[config.mk]
export PLATFORM = sky130hd
export DESIGN_NAME = mm_ctrl
export DESIGN_NICKNAME = d
export VERILOG_FILES = /design/src/rtl/mm_pkg.sv /design/src/rtl/mm_ctrl.sv
export SDC_FILE = /design/constraint.sdc
export NUM_CORES = 1
export LEC_CHECK = 0
export BUFFER_PORTS_ARGS = -buffer_cell sky130_fd_sc_hd__buf_2
export CAP_MARGIN = 20
export CORE_ASPECT_RATIO = 1.25
export CORE_UTILIZATION = 44
export DETAILED_ROUTE_END_ITERATION = 7
export GPL_ROUTABILITY_DRIVEN = 1
export GPL_TIMING_DRIVEN = 1
export PLACE_DENSITY = 0.76
export SYNTH_ARGS = -nofsm -noshare
export SYNTH_HDL_FRONTEND = slang
export SYNTH_SLANG_ARGS = --single-unit
[constraint.sdc]
create_clock -name clk -period 2.9 [get_ports clk]
set_clock_uncertainty 0.1 [all_clocks]
set_input_delay 0.145 -clock clk [delete_from_list [all_inputs] [get_ports clk]]
set_output_delay 0.145 -clock clk [all_outputs]
set_load 0.02 [all_outputs]
[src/rtl/mm_pkg.sv]
// Package for the matrix multiply block: types, codes and a helper function.
package mm_pkg;

    localparam int MAX_DIM   = 8;
    localparam int IDX_W     = $clog2(MAX_DIM);
    localparam int ADDR_W    = 2 * IDX_W;
    localparam int DEPTH     = MAX_DIM * MAX_DIM;
    localparam int DIM_W     = 4;
    localparam int VAL_W     = 32;
    localparam int PROD_W    = 2 * VAL_W;
    localparam int ACC_W     = PROD_W + IDX_W;
    localparam int FRAC_W    = 16;
    localparam int SHIFT_W   = ACC_W - FRAC_W;
    localparam int CFG_IDX_W = 2;

    localparam logic [1:0] ACTION_LOAD_A = 2'd0;
    localparam logic [1:0] ACTION_LOAD_B = 2'd1;
    localparam logic [1:0] ACTION_START  = 2'd2;

    localparam logic [CFG_IDX_W-1:0] REG_A_ROWS = 2'd0;
    localparam logic [CFG_IDX_W-1:0] REG_A_COLS = 2'd1;
    localparam logic [CFG_IDX_W-1:0] REG_B_ROWS = 2'd2;
    localparam logic [CFG_IDX_W-1:0] REG_B_COLS = 2'd3;

    localparam logic [DIM_W-1:0] DIM_RESET = 4'd8;
    localparam logic [DIM_W-1:0] DIM_MAX   = DIM_W'(MAX_DIM);

    typedef struct packed {
        logic [1:0]              action;
        logic [2:0]              row;
        logic [2:0]              col;
        logic signed [VAL_W-1:0] value;
    } cmd_word_t;

    typedef struct packed {
        logic [2:0]              out_row;
        logic [2:0]              out_col;
        logic signed [VAL_W-1:0] product_value;
        logic                    saturated;
        logic                    last;
    } result_word_t;

    typedef enum logic [1:0] {
        ST_IDLE,
        ST_RUN,
        ST_DRAIN
    } state_t;

    typedef struct packed {
        logic             wr_a;
        logic             wr_b;
        logic             step;
        logic [IDX_W-1:0] i;
        logic [IDX_W-1:0] j;
        logic [IDX_W-1:0] k;
        logic             first;
        logic             last_k;
        logic             zero;
        logic             final_elem;
    } ctrl_cmd_t;

    typedef struct packed {
        logic final_out;
    } dp_status_t;

    function automatic logic [DIM_W-1:0] clamp_dim(input logic [DIM_W-1:0] d);
        return (d > DIM_MAX) ? DIM_MAX : d;
    endfunction

endpackage

[src/rtl/mm_ctrl.sv]
// Controller for the matrix multiply block: configuration, sequencing and busy.
module mm_ctrl (
    input  logic                       clk,
    input  logic                       rst_n,
    input  logic                       start,
    input  mm_pkg::cmd_word_t          command,
    input  logic                       cfg_valid,
    input  logic [mm_pkg::CFG_IDX_W-1:0] cfg_index,
    input  logic [mm_pkg::DIM_W-1:0]   cfg_data,
    input  mm_pkg::dp_status_t         status,
    output logic                       busy,
    output mm_pkg::ctrl_cmd_t          cmd
);

    mm_pkg::state_t state_reg, state_next;

    logic [mm_pkg::DIM_W-1:0] a_rows_reg, a_cols_reg, b_rows_reg, b_cols_reg;
    logic [mm_pkg::IDX_W-1:0] i_reg, i_next, j_reg, j_next, k_reg, k_next;

    logic [mm_pkg::DIM_W-1:0] rows, cols, ac, br, inner, inner_eff;
    logic                     zero_inner, last_i, last_j, last_k;
    logic                     accept, go;

    assign rows       = mm_pkg::clamp_dim(a_rows_reg);
    assign cols       = mm_pkg::clamp_dim(b_cols_reg);
    assign ac         = mm_pkg::clamp_dim(a_cols_reg);
    assign br         = mm_pkg::clamp_dim(b_rows_reg);
    assign inner      = (ac < br) ? ac : br;
    assign zero_inner = (inner == '0);
    assign inner_eff  = zero_inner ? mm_pkg::DIM_W'(1) : inner;

    assign last_k = ({1'b0, k_reg} == (inner_eff - mm_pkg::DIM_W'(1)));
    assign last_i = ({1'b0, i_reg} == (rows - mm_pkg::DIM_W'(1)));
    assign last_j = ({1'b0, j_reg} == (cols - mm_pkg::DIM_W'(1)));

    assign accept = start && !busy;
    assign go     = accept && (command.action == mm_pkg::ACTION_START)
                    && (rows != '0) && (cols != '0);

    always_ff @(posedge clk or negedge rst_n)
    begin
        if (!rst_n)
        begin
            state_reg  <= mm_pkg::ST_IDLE;
            i_reg      <= '0;
            j_reg      <= '0;
            k_reg      <= '0;
            a_rows_reg <= mm_pkg::DIM_RESET;
            a_cols_reg <= mm_pkg::DIM_RESET;
            b_rows_reg <= mm_pkg::DIM_RESET;
            b_cols_reg <= mm_pkg::DIM_RESET;
        end
        else
        begin
            state_reg <= state_next;
            i_reg     <= i_next;
            j_reg     <= j_next;
            k_reg     <= k_next;
            if (cfg_valid)
            begin
                case (cfg_index)
                    mm_pkg::REG_A_ROWS: a_rows_reg <= cfg_data;
                    mm_pkg::REG_A_COLS: a_cols_reg <= cfg_data;
                    mm_pkg::REG_B_ROWS: b_rows_reg <= cfg_data;
                    mm_pkg::REG_B_COLS: b_cols_reg <= cfg_data;
                    default:            ;
                endcase
            end
        end
    end

    // next state
    always_comb
    begin
        state_next = state_reg;
        case (state_reg)
            mm_pkg::ST_IDLE:
            begin
                if (go)
                    state_next = mm_pkg::ST_RUN;
            end
            mm_pkg::ST_RUN:
            begin
                if (last_k && last_i && last_j)
                    state_next = mm_pkg::ST_DRAIN;
            end
            mm_pkg::ST_DRAIN:
            begin
                if (status.final_out)
                    state_next = mm_pkg::ST_IDLE;
            end
            default:
                state_next = mm_pkg::ST_IDLE;
        endcase
    end

    // advance inner, row, then column counters
    always_comb
    begin
        i_next = i_reg;
        j_next = j_reg;
        k_next = k_reg;
        if (go)
        begin
            i_next = '0;
            j_next = '0;
            k_next = '0;
        end
        else if (state_reg == mm_pkg::ST_RUN)
        begin
            if (!last_k)
                k_next = k_reg + mm_pkg::IDX_W'(1);
            else
            begin
                k_next = '0;
                if (!last_i)
                    i_next = i_reg + mm_pkg::IDX_W'(1);
                else
                begin
                    i_next = '0;
                    j_next = last_j ? '0 : j_reg + mm_pkg::IDX_W'(1);
                end
            end
        end
    end

    // outputs
    always_comb
    begin
        busy           = (state_reg != mm_pkg::ST_IDLE);
        cmd.wr_a       = 1'b0;
        cmd.wr_b       = 1'b0;
        cmd.step       = 1'b0;
        cmd.i          = i_reg;
        cmd.j          = j_reg;
        cmd.k          = k_reg;
        cmd.first      = (k_reg == '0);
        cmd.last_k     = last_k;
        cmd.zero       = zero_inner;
        cmd.final_elem = last_i && last_j;
        case (state_reg)
            mm_pkg::ST_IDLE:
            begin
                cmd.wr_a = accept && (command.action == mm_pkg::ACTION_LOAD_A);
                cmd.wr_b = accept && (command.action == mm_pkg::ACTION_LOAD_B);
            end
            mm_pkg::ST_RUN:
                cmd.step = 1'b1;
            mm_pkg::ST_DRAIN:
                cmd.step = 1'b0;
            default:
                cmd.step = 1'b0;
        endcase
    end

endmodule

==> metrics.txt <==
# TYPE chip_impl_metric gauge
chip_impl_info{name="status",value="complete, but fails checks"} 1
chip_impl_info{name="violated_checks",value="setup timing"} 1
chip_impl_metric{name="fill_cell_total_of_the_finished_layout",unit=""} 326
chip_impl_metric{name="synthesis.area",unit="um2"} 1773
chip_impl_info{name="tritoncts",value="done"} 1
chip_impl_metric{name="number_of_max_cap_violations",unit=""} 0
chip_impl_info{name="slowest_stage",value="sky130_fd_sc_hd__dfstp_2"} 1
chip_impl_info{name="timing.hold.worst.class",value="in2reg"} 1
chip_impl_metric{name="final_max_slew_viol_count",unit=""} 0
chip_impl_metric{name="gr-total-overflow",unit=""} 0
chip_impl_metric{name="postSynthAreaPerCell",unit="um2"} 10.25
chip_impl_metric{name="synth_cell_types",unit=""} 48
chip_impl_metric{name="dr.pass1.iters",unit=""} 4
chip_impl_metric{name="wire_length_of_the_first_global_routing_pass",unit="um"} 6486
chip_impl_metric{name="floorplan.io_pins",unit=""} 68
chip_impl_metric{name="mappedNetlistNets",unit=""} 236
chip_impl_metric{name="fp-row-count",unit=""} 25
chip_impl_metric{name="global_route.usage.total",unit="%"} 19.73
chip_impl_metric{name="crit_buf_inv",unit=""} 1
chip_impl_metric{name="power.static_leakage",unit="nW"} 1.111
chip_impl_metric{name="floorplan.die.height",unit="um"} 72.97
chip_impl_metric{name="clock_sinks",unit=""} 27
chip_impl_info{name="cts_root_buffer",value="sky130_fd_sc_hd__clkbuf_8"} 1
chip_impl_metric{name="layout-drive-gt1-share",unit="%"} 45.58
chip_impl_metric{name="worst-path-max-fanout",unit=""} 4
chip_impl_metric{name="final_nets",unit=""} 290
chip_impl_metric{name="hold_vio_cnt_final",unit=""} 0
chip_impl_metric{name="antenna_violations_before_repair",unit=""} 0
chip_impl_info{name="worst_path_most_repeated_cell",value="sky130_fd_sc_hd__ha_4"} 1
chip_impl_info{name="rsz0062_at_grt",value="true"} 1
chip_impl_metric{name="wl_per_cell",unit="um"} 13.92
chip_impl_info{name="critPathLaunchType",value="flip-flop"} 1
chip_impl_metric{name="postPlaceCellArea",unit="um2"} 2161
chip_impl_metric{name="setup_viol",unit=""} 11
chip_impl_metric{name="fp.dieW",unit="um"} 58.78
chip_impl_metric{name="floorplan.initialDensity",unit="%"} 46.46
chip_impl_metric{name="worstSkewPairLatency",unit="ns"} 0.28
chip_impl_metric{name="max-slew-margin-rel",unit="%"} 59.31
chip_impl_metric{name="postLayoutCellArea",unit="um2"} 2410
chip_impl_metric{name="drt_wl_total",unit="um"} 3897
chip_impl_metric{name="grt.met3_usage",unit="%"} 1.950
chip_impl_metric{name="gr-usage-met1",unit="%"} 24.94
chip_impl_metric{name="antennaDiodeCount",unit=""} 0
chip_impl_metric{name="grt_max_degree",unit=""} 28
chip_impl_metric{name="crit_required",unit="ns"} 2.65
chip_impl_metric{name="drt_iter0_drc",unit=""} 24
chip_impl_metric{name="cts-buffers-inserted",unit=""} 3
chip_impl_metric{name="yosysWarningCount",unit=""} 0
chip_impl_info{name="timing.critical_path.cells",value="nor2b_4 -> ha_4 -> nand3_1 -> a21o_1 -> a211o_1 -> a21oi_4 -> ha_4 -> xor2_4 -> nand2_2 -> mux2i_4 -> and2_4 -> buf_6"} 1
chip_impl_metric{name="max_clock_freq",unit="MHz"} 306.0
chip_impl_metric{name="layout_stage_area_growth_over_the_synthesis_result",unit="%"} 35.92
chip_impl_metric{name="use_met2",unit="%"} 33.46
chip_impl_metric{name="clk_pin_slew_worst_setup_hold_paths",unit="ns"} 0.09
chip_impl_metric{name="buffer_ports.inserted",unit=""} 29
chip_impl_info{name="critical-path-top-delay-family",value="compound AO/OA/AOI/OAI gates"} 1
chip_impl_info{name="layout_commonest_cell",value="sky130_fd_sc_hd__buf_2"} 1
chip_impl_metric{name="htree_num_levels",unit=""} 1
chip_impl_metric{name="post-route-period-util",unit="%"} 112.7
chip_impl_metric{name="cts_buffer_depth",unit=""} 2
chip_impl_metric{name="grt_pass1_vias",unit=""} 1454
chip_impl_metric{name="power_density",unit="nW/um2"} 1040
chip_impl_metric{name="final_critical_path_setup_slack",unit="ns"} -0.3684
chip_impl_info{name="timing_worst_setup_path_type",value="reg2out"} 1
chip_impl_metric{name="finalWorstPathRequiredPeriod",unit="ns"} 3.268
chip_impl_metric{name="max_stage_delay",unit="ns"} 0.62
chip_impl_metric{name="worst_slew_pin_slew",unit="ns"} 0.6103
chip_impl_metric{name="seq_area_frac_synth",unit="%"} 38.39
chip_impl_info{name="cp-end-kind",value="output pin"} 1
chip_impl_metric{name="floorplan.die_area",unit="um2"} 4289
chip_impl_metric{name="post_detailed_route_drc_marker_count",unit=""} 0
chip_impl_metric{name="num_vias",unit=""} 1503
chip_impl_metric{name="route.detailed.vias_per_inst",unit=""} 5.368
chip_impl_metric{name="arrival",unit="ns"} 3.02
chip_impl_metric{name="core_area",unit="um2"} 3816
chip_impl_metric{name="ys_ff_latch",unit=""} 27
chip_impl_metric{name="routabilityCongestion",unit=""} 0.8380
chip_impl_info{name="grt-busiest-layer",value="met2"} 1
chip_impl_metric{name="power.total",unit="W"} 0.002506
chip_impl_metric{name="dpl.hpwl",unit="um"} 2773
chip_impl_info{name="layout_common_cells",value="sky130_fd_sc_hd__buf_2 (28), sky130_fd_sc_hd__dfrtp_1 (23), sky130_fd_sc_hd__buf_4 (22)"} 1
chip_impl_metric{name="irDropWorstVdd",unit="mV"} 0.4831
chip_impl_metric{name="detail-route-antenna-nets",unit=""} 0
chip_impl_metric{name="netlist_instances",unit=""} 173
## power breakdown
part | switching [W] | leakage [nW] | internal (W)
clock network | 0.000124 | 0.0217 | 0.0000979
logic | 0.000786 | 0.770 | 0.000861
registers | 0.000145 | 0.319 | 0.000491
## final cells by class
cell class	instances	area, um2	share of cell area, %
Clock buffer	3	41.29	1.713
Clock inverter	1	7.507	0.3115
Inverter	6	22.52	0.9346
Multi-Input combinational cell	134	1221	50.67
Sequential cell	27	680.7	28.25
Tap cell	54	67.56	2.804
Timing Repair Buffer	55	369.1	15.32
## what timing repair did
action / 4_1_cts / 5_1_grt
hold buffers: 1 / 0
gates resized for setup: 6 / 19
endpoints found under the hold margin: 23 / 0
setup buffers: 2 / 4
pin swaps: 5 / 10
endpoints found under the setup margin: 12 / 12
## cells by family after synthesis
| kind of cell | share of synthesized area [%] |
|---|---|
| buf+inv | 3.246 |
| simple gates | 20.75 |
| mux | 12.42 |
| compound gates | 11.86 |
| fa+ha+maj | 8.468 |
| flops | 38.39 |
| xor+xnor | 4.870 |
## metrics by stage
stage                     hold slack (ns)  setup TNS (ns)  cells  setup WS (ns)  util [%]
after floorplan                   -0.2506         -0.6736    173        -0.1521         -
after global placement            0.08233         -0.7377    269        -0.1112     56.62
after detailed placement          0.08090          -1.361    269        -0.1950     56.62
after CTS                         0.04501          -1.974    276        -0.2877     59.41
after global routing              0.05067          -4.218    280        -0.4497     63.15
final                             0.04471          -3.228    280        -0.3684     63.15
## final timing paths
path                          startpoint       endpoint  slack [ns]  cells past startpoint
min                          cfg_data[0]  a_cols_reg[0]        0.04                      2
max reg2reg                a_cols_reg[3]       i_reg[2]       -0.34                     14
min in group asynchronous          rst_n       k_reg[1]        0.31                      2
max                        a_cols_reg[3]         cmd[2]       -0.37                     12
max in group asynchronous          rst_n       i_reg[2]        2.00                      2
min reg2reg                b_rows_reg[0]  b_rows_reg[0]        0.42                      1
## worst register-to-register path, stage by stage (launching register included)
cell	delay (ns)
sky130_fd_sc_hd__dfstp_2	0.62
sky130_fd_sc_hd__nor2b_4	0.07
sky130_fd_sc_hd__ha_4	0.26
sky130_fd_sc_hd__nand3_1	0.08
sky130_fd_sc_hd__a21o_1	0.21
sky130_fd_sc_hd__a211o_1	0.33
sky130_fd_sc_hd__a21oi_4	0.20
sky130_fd_sc_hd__ha_4	0.24
sky130_fd_sc_hd__xor2_4	0.19
sky130_fd_sc_hd__nand2_2	0.09
sky130_fd_sc_hd__mux2i_4	0.15
sky130_fd_sc_hd__buf_4	0.14
sky130_fd_sc_hd__buf_6	0.10
sky130_fd_sc_hd__o2111ai_1	0.09
sky130_fd_sc_hd__a32o_1	0.27
## Yosys cell counts (all sizes together)
library cell | instances | share of area (%)
o2111ai | 1 | 0.49
o31ai | 1 | 0.42
a22oi | 1 | 0.42
or3b | 1 | 0.49
nand2 | 11 | 2.3
o211ai | 1 | 0.42
a21o | 4 | 1.7
nand4bb | 1 | 0.64
and4 | 1 | 0.49
o311ai | 1 | 0.49
and3b | 1 | 0.49
o21a | 2 | 0.85
a31oi | 2 | 0.71
and4b | 1 | 0.56
nand2b | 8 | 3.2
inv | 6 | 1.3
nor3 | 1 | 0.28
mux2i | 4 | 2.3
xor2 | 6 | 3.0
nor2b | 6 | 2.1
ha | 12 | 8.5
a21oi | 5 | 2.3
buf | 4 | 1.6
dfstp | 4 | 5.9
dfrtp | 23 | 32
nand4 | 2 | 0.71
nor3b | 4 | 1.7
xnor2 | 3 | 1.9
clkbuf | 2 | 0.42
a32o | 1 | 0.56
and2 | 4 | 1.4
mux2 | 16 | 10
and3 | 3 | 1.1
nand3b | 2 | 0.85
o21ai | 6 | 1.7
a32oi | 1 | 0.49
a211o | 1 | 0.49
nor2 | 11 | 2.3
a211oi | 2 | 0.85
or2 | 1 | 0.35
nand3 | 6 | 1.7
## routing by layer
layer  up-vias  part of all wire (%)
met4         0                   2.1
li1        727                     -
met3         7                   2.0
met1       747                    41
met5         -                     0
met2        22                    55
Note: power is estimated with default switching activity, not from simulation.
